### src/b64u_pkg.sv
`timescale 1ns / 1ps
`default_nettype none
package b64u_pkg;

    localparam int unsigned SymW   = 8;
    localparam int unsigned QDepth = 2;

    // One 24-bit group waiting to be serialized. last_idx is the index of the
    // final character of the group (1, 2 or 3).
    typedef struct packed {
        logic [23:0] bits;
        logic [1:0]  last_idx;
        logic        final_grp;
    } t_group;

    typedef struct packed {
        logic full;
        logic empty;
    } t_q_stat;

    // base64url alphabet lookup
    function automatic logic [SymW-1:0] sextet_char(input logic [5:0] idx);
        logic [SymW-1:0] wide;
        wide = SymW'(idx);
        if (idx < 6'd26) begin
            sextet_char = wide + 8'h41;
        end else if (idx < 6'd52) begin
            sextet_char = wide + 8'h47;
        end else if (idx < 6'd62) begin
            sextet_char = wide - 8'h04;
        end else if (idx == 6'd62) begin
            sextet_char = 8'h2d;
        end else begin
            sextet_char = 8'h5f;
        end
    endfunction

endpackage
`default_nettype wire

### src/b64u_front.sv
`timescale 1ns / 1ps
`default_nettype none
module b64u_front (
    input  wire logic             i_clk,
    input  wire logic             i_rst_n,
    input  wire logic             i_s_tvalid,
    output logic                  o_s_tready,
    input  wire logic [7:0]       i_s_tdata,
    input  wire logic             i_s_tlast,
    input  wire b64u_pkg::t_q_stat i_q_stat,
    output logic                  o_push,
    output b64u_pkg::t_group      o_grp
);
    import b64u_pkg::*;

    logic [15:0] r_pend;
    logic [1:0]  r_cnt;
    logic [15:0] n_pend;
    logic [1:0]  n_cnt;
    logic        accept;

    assign o_s_tready = !i_q_stat.full;
    assign accept     = i_s_tvalid && !i_q_stat.full;
    assign o_push     = accept && (i_s_tlast || r_cnt[1]);

    always_comb begin
        case (r_cnt)
            2'd0: begin
                o_grp.bits      = {i_s_tdata, 16'h0000};
                o_grp.last_idx  = 2'd1;
                o_grp.final_grp = 1'b1;
            end
            2'd1: begin
                o_grp.bits      = {r_pend[15:8], i_s_tdata, 8'h00};
                o_grp.last_idx  = 2'd2;
                o_grp.final_grp = 1'b1;
            end
            default: begin
                // a count of three is handled like two
                o_grp.bits      = {r_pend, i_s_tdata};
                o_grp.last_idx  = 2'd3;
                o_grp.final_grp = i_s_tlast;
            end
        endcase
    end

    always_comb begin
        n_pend = r_pend;
        n_cnt  = r_cnt;
        if (accept) begin
            if (o_push) begin
                n_pend = 16'h0000;
                n_cnt  = 2'd0;
            end else if (r_cnt == 2'd0) begin
                n_pend = {i_s_tdata, 8'h00};
                n_cnt  = 2'd1;
            end else begin
                n_pend = {r_pend[15:8], i_s_tdata};
                n_cnt  = 2'd2;
            end
        end
    end

    always_ff @(posedge i_clk) begin
        if (!i_rst_n) begin
            r_pend <= 16'h0000;
            r_cnt  <= 2'd0;
        end else begin
            r_pend <= n_pend;
            r_cnt  <= n_cnt;
        end
    end

endmodule
`default_nettype wire

### src/b64u_fifo.sv
`timescale 1ns / 1ps
`default_nettype none
module b64u_fifo (
    input  wire logic              i_clk,
    input  wire logic              i_rst_n,
    input  wire logic              i_push,
    input  wire b64u_pkg::t_group  i_grp,
    input  wire logic              i_pop,
    output b64u_pkg::t_group       o_grp,
    output b64u_pkg::t_q_stat      o_stat
);
    import b64u_pkg::*;

    localparam int unsigned PtrW = (QDepth > 1) ? $clog2(QDepth) : 1;
    localparam int unsigned CntW = $clog2(QDepth + 1);

    t_group            r_mem [QDepth];
    logic [PtrW-1:0]   r_wr_ptr;
    logic [PtrW-1:0]   r_rd_ptr;
    logic [CntW-1:0]   r_cnt;
    logic              do_push;
    logic              do_pop;

    assign o_stat.full  = (r_cnt == CntW'(QDepth));
    assign o_stat.empty = (r_cnt == '0);
    assign do_push      = i_push && !o_stat.full;
    assign do_pop       = i_pop && !o_stat.empty;
    assign o_grp        = r_mem[r_rd_ptr];

    function automatic logic [PtrW-1:0] ptr_inc(input logic [PtrW-1:0] p);
        if (p == PtrW'(QDepth - 1)) begin
            ptr_inc = '0;
        end else begin
            ptr_inc = p + 1'b1;
        end
    endfunction

    always_ff @(posedge i_clk) begin
        if (do_push) begin
            r_mem[r_wr_ptr] <= i_grp;
        end
    end

    always_ff @(posedge i_clk) begin
        if (!i_rst_n) begin
            r_wr_ptr <= '0;
            r_rd_ptr <= '0;
            r_cnt    <= '0;
        end else begin
            if (do_push) begin
                r_wr_ptr <= ptr_inc(r_wr_ptr);
            end
            if (do_pop) begin
                r_rd_ptr <= ptr_inc(r_rd_ptr);
            end
            case ({do_push, do_pop})
                2'b10:   r_cnt <= r_cnt + 1'b1;
                2'b01:   r_cnt <= r_cnt - 1'b1;
                default: r_cnt <= r_cnt;
            endcase
        end
    end

endmodule
`default_nettype wire

### src/b64u_back.sv
`timescale 1ns / 1ps
`default_nettype none
module b64u_back (
    input  wire logic              i_clk,
    input  wire logic              i_rst_n,
    input  wire b64u_pkg::t_group  i_grp,
    input  wire b64u_pkg::t_q_stat i_q_stat,
    output logic                   o_pop,
    output logic                   o_m_tvalid,
    input  wire logic              i_m_tready,
    output logic [b64u_pkg::SymW-1:0] o_m_tdata,
    output logic                   o_m_tuser,
    output logic                   o_m_tlast
);
    import b64u_pkg::*;

    logic [23:0]     r_bits;
    logic [1:0]      r_left;
    logic            r_final;
    logic            r_active;
    logic [23:0]     n_bits;
    logic [1:0]      n_left;
    logic            n_final;
    logic            n_active;
    logic            r_oval;
    logic [SymW-1:0] r_sym;
    logic            r_run_end;
    logic            r_msg_end;
    logic            out_free;
    logic            step;
    logic            done;

    assign out_free = !r_oval || i_m_tready;
    assign step     = r_active && out_free;
    assign done     = step && (r_left == 2'd0);
    // next group is taken as the current one hands over its last character
    assign o_pop    = !i_q_stat.empty && (!r_active || done);

    always_comb begin
        n_bits   = r_bits;
        n_left   = r_left;
        n_final  = r_final;
        n_active = r_active;
        if (o_pop) begin
            n_bits   = i_grp.bits;
            n_left   = i_grp.last_idx;
            n_final  = i_grp.final_grp;
            n_active = 1'b1;
        end else if (done) begin
            n_active = 1'b0;
        end else if (step) begin
            n_bits = {r_bits[17:0], 6'd0};
            n_left = r_left - 1'b1;
        end
    end

    always_ff @(posedge i_clk) begin
        if (!i_rst_n) begin
            r_active <= 1'b0;
            r_oval   <= 1'b0;
        end else begin
            r_active <= n_active;
            if (out_free) begin
                r_oval <= step;
            end
        end
    end

    always_ff @(posedge i_clk) begin
        r_bits  <= n_bits;
        r_left  <= n_left;
        r_final <= n_final;
        if (step) begin
            r_sym     <= sextet_char(r_bits[23:18]);
            r_run_end <= (r_left == 2'd0);
            r_msg_end <= (r_left == 2'd0) && r_final;
        end
    end

    assign o_m_tvalid = r_oval;
    assign o_m_tdata  = r_sym;
    assign o_m_tuser  = r_run_end;
    assign o_m_tlast  = r_msg_end;

endmodule
`default_nettype wire

### src/base64url_encoder.sv
`timescale 1ns / 1ps
`default_nettype none
// Streaming base64url encoder, no padding.
// Input stream: one message byte per transfer on i_s_tdata, i_s_tlast marks
// the final byte of the message. Output stream: one ASCII character per
// transfer on o_m_tdata; o_m_tuser flags the last character caused by one
// input byte, o_m_tlast flags the final character of the encoded message.
// Every third byte, and the final byte, produces a group of 2 to 4 characters.
// The front holds up to two pending bytes and pushes finished groups into a
// two-entry queue; the back serializes one character per cycle into the
// output register while that register is free.
// With the back idle, a completed group is registered in the queue, then in
// the back's group register, and then its first character in the output.
// Throughput: one byte per cycle while the queue has room, one character per
// cycle out while the receiver is ready; sustained input is limited by the
// single-character output channel, four characters per three bytes.
// Reset (synchronous, active low) drops pending bytes, queued groups and any
// character held in the output register.
// When the receiver stalls, the output holds its character, the back stops,
// the queue fills and o_s_tready falls once both entries are taken.
module base64url_encoder (
    input  wire logic       i_clk,
    input  wire logic       i_rst_n,
    input  wire logic       i_s_tvalid,
    output logic            o_s_tready,
    input  wire logic [7:0] i_s_tdata,   // [7:0] data_byte
    input  wire logic       i_s_tlast,   // last_byte
    output logic            o_m_tvalid,
    input  wire logic       i_m_tready,
    output logic [7:0]      o_m_tdata,   // [7:0] symbol
    output logic            o_m_tuser,   // [0] run_end
    output logic            o_m_tlast    // message_end
);
    import b64u_pkg::*;

    t_q_stat q_stat;
    t_group  push_grp;
    t_group  head_grp;
    logic    push;
    logic    pop;

    b64u_front u_front (
        .i_clk      (i_clk),
        .i_rst_n    (i_rst_n),
        .i_s_tvalid (i_s_tvalid),
        .o_s_tready (o_s_tready),
        .i_s_tdata  (i_s_tdata),
        .i_s_tlast  (i_s_tlast),
        .i_q_stat   (q_stat),
        .o_push     (push),
        .o_grp      (push_grp)
    );

    b64u_fifo u_fifo (
        .i_clk   (i_clk),
        .i_rst_n (i_rst_n),
        .i_push  (push),
        .i_grp   (push_grp),
        .i_pop   (pop),
        .o_grp   (head_grp),
        .o_stat  (q_stat)
    );

    b64u_back u_back (
        .i_clk      (i_clk),
        .i_rst_n    (i_rst_n),
        .i_grp      (head_grp),
        .i_q_stat   (q_stat),
        .o_pop      (pop),
        .o_m_tvalid (o_m_tvalid),
        .i_m_tready (i_m_tready),
        .o_m_tdata  (o_m_tdata),
        .o_m_tuser  (o_m_tuser),
        .o_m_tlast  (o_m_tlast)
    );

endmodule
`default_nettype wire

### config.mk
export PLATFORM = sky130hd
export DESIGN_NAME = base64url_encoder
export DESIGN_NICKNAME = d
export VERILOG_FILES = /design/src/b64u_pkg.sv /design/src/b64u_front.sv /design/src/b64u_fifo.sv /design/src/b64u_back.sv /design/src/base64url_encoder.sv
export SDC_FILE = /design/constraint.sdc
export NUM_CORES = 1
export LEC_CHECK = 0
export ABC_CLOCK_PERIOD_IN_PS = 2700
export BUFFER_PORTS_ARGS = -buffer_cell sky130_fd_sc_hd__buf_4
export CORE_ASPECT_RATIO = 0.8
export CORE_MARGIN = 3
export CORE_UTILIZATION = 25
export CTS_CLUSTER_DIAMETER = 120
export CTS_CLUSTER_SIZE = 25
export DETAILED_ROUTE_END_ITERATION = 8
export SETUP_SLACK_MARGIN = 0.1
export SLEW_MARGIN = 20
export SYNTH_ARGS = -nofsm -noshare
export SYNTH_HDL_FRONTEND = slang
export SYNTH_SLANG_ARGS = --single-unit
### constraint.sdc
create_clock -name i_clk -period 2.7 [get_ports i_clk]
set_input_delay 0.405 -clock i_clk [delete_from_list [all_inputs] [get_ports i_clk]]
set_output_delay 0.405 -clock i_clk [all_outputs]
set_load 0.02 [all_outputs]
Yosys cells after proc, flatten, opt, wreduce, memory -nomap -nowiden
Memory sizes are Yosys's and may differ from the RTL's. A register that Yosys moved wholly into a read port is not among the register bits.
Cells that the tools add are included.
Widths: inputs -> output; s select.
{"block": "totals", "latch_bits": 0, "wordCells": 80, "in_bits": 13, "reg_bits": 61, "n_memories": 1, "rom_bits": 0, "ramBits": 54, "output_inout_bits": 12}
{"block": "op_classes", "bitwise_logic": 0, "multipliers": 0, "n_eq_ne": 6, "n_lt_le_gt_ge": 3, "reduce_logical": 24, "n_div": 0, "mux": 24, "addsub": 8, "shift": 0}
{"memory": "u_fifo.r_mem", "words": 2, "width": 27, "read_ports": 1, "rd_clocked_by_memory_dff": 1, "write_ports": 1, "line_no": "b64u_fifo.sv:17", "rtl": "t_group r_mem [QDepth];"}
{"operator": "$mux 24", "n": 3}
{"operator": "$pmux 27 s2", "n": 1}
{"operator": "$mux 16", "n": 2}
{"operator": "$mux 8", "n": 3}
{"operator": "$add 6x7->8 const B", "n": 2}
{"operator": "$lt 6x6->1 const B", "n": 2}
{"operator": "$mux 2", "n": 5}
{"operator": "$logic_and 1x1->1", "n": 8}
{"operator": "$mux 1", "n": 8}
{"operator": "$reduce_bool 2->1", "n": 4}
{"operator": "$mux 7", "n": 1}
{"operator": "$sub 6x3->7 const B", "n": 1}
{"operator": "$eq 6x6->1 const B", "n": 1}
{"operator": "$logic_not 2->1", "n": 3}
{"operator": "$lt 6x5->1 const B", "n": 1}
{"operator": "$eq 2x1->1 const B", "n": 2}
{"operator": "$eq 2x2->1 const B", "n": 2}
{"operator": "$logic_not 1->1", "n": 4}
{"operator": "$pmux 2 s2", "n": 1}
{"operator": "$reduce_and 2->1", "n": 2}
{"operator": "$sub 2x1->2 const B", "n": 2}
{"operator": "$logic_or 1x1->1", "n": 3}
{"operator": "$add 1x1->1 const B", "n": 2}
{"operator": "$add 2x1->2 const B", "n": 1}
{"operator": "$ne 2x2->1 const B", "n": 1}

Logic depth before layout (Yosys ltp)
{"block": "depth", "ltp_word": 9, "depth_mapped": 10, "ltp_nobuf": 10}

Modules after synthesis
Synthesis repeated with hierarchy kept, for this count alone.
{"block": "unflattened", "hier_cells": 335, "hier_area_um2": 5047.3}
{"mod": "b64u_fifo", "seq_area_each_um2": 1721.7, "n_inst": 1, "cells_each": 110, "area_per_inst_um2": 2177.1}
{"mod": "b64u_back", "seq_area_each_um2": 1151.1, "n_inst": 1, "cells_each": 143, "area_per_inst_um2": 1949.4}
{"mod": "b64u_front", "seq_area_each_um2": 360.3, "n_inst": 1, "cells_each": 82, "area_per_inst_um2": 920.9}

Worst setup path after synthesis
No wires, ideal clock.
{"block": "synth_path", "kind": "register -> register", "startpoint": "register u_back.r_left[0]", "endpoint": "register u_back.r_bits[0], enable pin", "arrival_time_ns": 2.036, "t_required_ns": 2.279, "setup_slack_ns": 0.244, "n_path_buf": 0, "setup_time_ns": 0.421, "period_less_slack_ns": 2.456, "path_stages_with_launch": 6, "cell_sequence": "edfxtp_1 > inv_1 > ha_1 > inv_1 > nand2_1 > a22oi_1"}
{"block": "synth_via", "elab_chain_cells": 6, "elab_cells_between_ends": 7, "classes_between": "eq/ne: 1; reduce/logical: 6"}
{"item": "from (decl)", "line_no": "b64u_back.sv:18", "rtl": "logic [1:0] r_left;"}
{"item": "from (signal assigned)", "line_no": "b64u_back.sv:71", "rtl": "r_left <= n_left;"}
{"item": "$logic_not 2->1 (*)", "line_no": "b64u_back.sv:35", "rtl": "assign done = step && (r_left == 2'd0);"}
{"item": "$logic_and 1x1->1 (*)", "line_no": "b64u_back.sv:35"}
{"item": "$logic_or 1x1->1", "line_no": "b64u_back.sv:37", "rtl": "assign o_pop = !i_q_stat.empty && (!r_active || done);"}
{"item": "$logic_and 1x1->1", "line_no": "b64u_back.sv:37"}
{"item": "$ne 2x2->1 (no source line) / $reduce_bool 2->1 (equally long branches)"}
{"item": "$reduce_and 2->1 (no source line) (*)"}
{"item": "to (signal assigned)", "line_no": "b64u_back.sv:70", "rtl": "r_bits <= n_bits;"}
{"item": "to (decl)", "line_no": "b64u_back.sv:17", "rtl": "logic [23:0] r_bits;"}
Every way passes the cells marked *; elsewhere a longest branch is shown, timed or not.
A chain may end at the register's enable or synchronous reset.

Worst setup path in the final report
{"block": "layout_path", "startpoint": "register u_back.r_left[0]", "endpoint": "register u_fifo.r_cnt[1]"}
{"block": "layout_via", "elab_chain_cells": 7, "elab_cells_between_ends": 9, "classes_between": "eq/ne: 2; mux: 1; reduce/logical: 6"}
{"item": "$logic_not 2->1 (*)", "line_no": "b64u_back.sv:35"}
{"item": "$logic_and 1x1->1 (*)", "line_no": "b64u_back.sv:35"}
{"item": "$logic_or 1x1->1 (*)", "line_no": "b64u_back.sv:37"}
{"item": "$logic_and 1x1->1 (*)", "line_no": "b64u_back.sv:37"}
{"item": "via pop", "line_no": "base64url_encoder.sv:40", "rtl": "logic pop;"}
{"item": "$logic_and 1x1->1 (*)", "line_no": "b64u_fifo.sv:27", "rtl": "assign do_pop = i_pop && !o_stat.empty;"}
{"item": "$eq 2x1->1 / $eq 2x2->1 (equally long branches)", "line_no": "b64u_fifo.sv:56", "rtl": "case ({do_push, do_pop})"}
{"item": "$pmux 2 s2 / $reduce_bool 2->1 (equally long branches)"}
{"item": "to (signal assigned)", "line_no": "b64u_fifo.sv:57", "rtl": "2'b10: r_cnt <= r_cnt + 1'b1;"}
{"item": "to (signal assigned)", "line_no": "b64u_fifo.sv:58", "rtl": "2'b01: r_cnt <= r_cnt - 1'b1;"}
{"item": "to (signal assigned)", "line_no": "b64u_fifo.sv:59", "rtl": "default: r_cnt <= r_cnt;"}
{"item": "to (decl)", "line_no": "b64u_fifo.sv:20", "rtl": "logic [CntW-1:0] r_cnt;"}
The timed path passes the listed nets; every way through them passes the cells marked *.

==> impl_results.md <==
* First-pass GRT wire length at 15.48 mm
* Hold WC Path Type: input pin to register
* Die X-Extent at 162.4 um
* FF+latch count, synth at 116
* Core area at 0.01909 mm^2
* # diodes at 0
* Routed Antenna Nets at 0
* CTS tree: built
* Final min period at 2.053 ns
* Gr ovfl total at 0
* R2R cell count at 9
* Dpl cells at 624
* Commonest non-fill, non-tap cells in the layout: 91 x edfxtp_1, 32 x o21ai_0, 32 x buf_4
* Setup CP Type: register to register
* Most used cell, CP: inv_1
* F_max at 487.0 MHz
* Setup bufs post-CTS at 0
* Maxcap violations at 0
* Pwr Density at 1139 mW/mm^2
* Layout cells sized above 1 at 0.2136
* RePlAce Congestion at 0.8013
* Cell internal pwr at 4.464 mW
* Tot GR Track Use at 0.09383
* Die area at 0.02129 mm^2
* Syn Inst Count at 353
* Clock power share at 0.297
* Critical Path AT at 2.38 ns
* # resized after CTS at 0
* # DRC at 0
* RSZ-0062 raised after global routing: false
* Area grow syn2layout at 20.15%
* Filler cell count at 1890
* FF-to-FF setup slack at 0.65 ns
* Critical path's slowest cell: edfxtp_1
* Post-Synthesis Cell Area at 0.004892 mm^2
* Hold depth at 2
* Worst Hold End: u_front.r_pend[11]$_SDFFE_PN0P_
* Mapped Nets at 373
* Req. time, crit path at 3.03 ns
* Final period util at 0.7605
* FP Rows at 45
* Reg clk slew, reported paths at 0.06 ns
* Endpoint class of the critical path: register
* Wirelength per Cell at 14.62 um
* Worst path cell trace: inv_1 > ha_1 > inv_1 > o21ai_1 > o21ai_1 > inv_1 > ha_1 > or3_1 > a21oi_1
* Chip Height at 131.1 um
* Sw Share at 0.3331
* FFs w/ async S/R, synth at 0
* # IOs at 25
* Ys flop type: edfxtp_1
* CTS sink cnt at 116
* Status: finished clean
* Gate power share at 0.285
* DR pass1 iterations at 5
* Peak supply drop at 0.0005582 V
* Slew headroom at 0.4560
* Crit. Startpoint: u_back.r_left[0]$_DFFE_PP_
* Initial Util at 0.2563
* Number of vias per cell at 4.564
* Setup_tns at 0 ns
* Root buffer cell: clkbuf_16
* Initial antenna violation count at 0
* Post-DP HPWL at 6.498 mm
* Slew Viols, Final at 0
* Seq/Total Area, Yosys at 0.6609
* Clock buffer depth at 2
* Switching power of the nets at 2.229 mW
* Flop pwr share at 0.418
* R2R Path End: u_fifo.r_cnt[1]$_SDFFE_PN0P_
* H-tree levels at 4
* Post-synth EDFFs at 91
* Largest net degree at the start of global routing at 28
* Final setup fails at 0
* Most common cell after layout, fill and taps aside: edfxtp_1
* Hold_buf cts at 0
* Hold path start: i_s_tdata[3]
* Hold Vio Cnt, Final at 0
* DR iter-0 viols at 177
* Number of global-route vias before repair at 2949
* LEAKAGE at 2.045 nW
* Crit Path Max Fanout at 4
* Post-Route WL at 9.590 mm
* Count of buffers from port buffering at 24
* Vias at 2994
* Critical R2R Launch: u_back.r_left[0]$_DFFE_PP_
* TritonCTS Buffers at 17
* Post-route insts no fill at 656
* Peak per-stage delay on the critical path at 0.39 ns
* Final net count at 405
* CP Launch Type: register
* Worst skew pair latency at 0.41 ns
* Ys Warns at 0
* Measured slew at the worst slew-check pin at 0.8143 ns
* Cell variety after synth at 49
* Setup Skew at 0.01025 ns
* Mapped Avg Cell Area at 13.86 um^2
==> cell families after synthesis <==
kind of cell             Yosys count  share of synthesized area
flip-flops                       116                     0.6609
AO/OA/AOI/OAI                     94                     0.1271
AND/OR/NAND/NOR                   61                    0.07110
multiplexers                      39                    0.08210
buffers and inverters             33                    0.03555
adder cells (fa/ha/maj)            7                    0.01790
XOR/XNOR                           3                   0.005372
==> worst max-delay path, delay by kind of cell, from the launching register on <==
family                     cells  cell delay [ns]
DFF                            1             0.39
buffers and inverters          3             0.32
and+or+nand+nor                1             0.37
adders and majority gates      2             0.47
AOI/OAI and AO/OA              3             0.43
==> synth_stat cells, types with 3 or more instances <==
master / count / share of area
a211oi_1: 3 / 0.0046
a21oi_1: 8 / 0.0082
a22o_1: 24 / 0.043
a22oi_1: 3 / 0.0046
and2_1: 9 / 0.012
buf_2: 7 / 0.0072
buf_6: 5 / 0.012
clkbuf_1: 6 / 0.0046
dfxtp_1: 25 / 0.10
edfxtp_1: 91 / 0.56
ha_1: 7 / 0.018
inv_1: 11 / 0.0084
inv_2: 3 / 0.0023
mux2_2: 9 / 0.021
mux2i_1: 30 / 0.061
nand2_1: 6 / 0.0046
nand3_1: 5 / 0.0051
nor2_1: 19 / 0.015
o21ai_0: 32 / 0.033
o21ai_1: 10 / 0.010
or3_1: 3 / 0.0038
==> per-layer routing <==
metal / global-route usage / share of wire / vias up
met2: 0.1292 / 0.42 / 104
li1: - / - / 1417
met1: 0.1379 / 0.52 / 1461
met4: 0.03695 / 0.011 / 0
met5: 0 / 0 / -
met3: 0.02679 / 0.055 / 12
==> metrics by stage <==
stage	setup slack [ns]	utilization	hold slack (ns)	area (um^2)	power, mW
global route	0.4647	0.3080	0.2555	5878	7.089
finish	0.6466	0.3080	0.2572	5878	6.693
CTS	0.6342	0.3080	0.2446	5878	6.735
detailed placement	0.6510	0.2800	0.4614	5344	4.743
floorplan	0.2435	-	0.4426	4892	4.213
global placement	0.7553	0.2800	0.4582	5344	4.684
==> power by group through the flow <==
stage                     sequential, mW  clock [mW]  combinational, mW
after floorplan                     2.82           0               1.39
after global placement              2.81           0               1.87
after detailed placement            2.83           0               1.92
after CTS                           2.79        2.02               1.92
after global routing                2.84        2.10               2.15
final                               2.80        1.99               1.91
==> state kept, by name, summed over array words and instances (netlist names), 2 cells and up, named ones only <==
| signal | cells |
|---|---|
| u_front.r_cnt | 2 |
| u_back.r_bits | 24 |
| u_fifo.r_cnt | 2 |
| u_back.r_left | 2 |
| u_front.r_pend | 16 |
| u_back.o_m_tdata | 8 |
| u_fifo.r_mem | 54 |
==> worst max-delay path by stage <==
stage	end	depth (start not counted)
6_report	u_fifo.r_cnt[1]$_SDFFE_PN0P_	9
5_1_grt	u_fifo.r_cnt[1]$_SDFFE_PN0P_	9
4_1_cts	u_fifo.r_cnt[1]$_SDFFE_PN0P_	9
3_5_place_dp	u_fifo.r_cnt[1]$_SDFFE_PN0P_	9
3_3_place_gp	u_back.o_m_tdata[5]$_DFFE_PP_	6
2_1_floorplan	u_back.r_bits[0]$_SDFFCE_PP0P_	5
==> area by class of cell <==
class	instances	area, um^2	share of cell area
clock buffer	17	425.4	0.07237
multi-input combinational	204	1495	0.2544
sequential	116	3233	0.5500
tap	258	322.8	0.05492
inverter	14	52.55	0.008940
clock inverter	15	108.9	0.01852
timing repair buffer	32	240.2	0.04087
No activity file was read; power rests on OpenSTA's default activity.
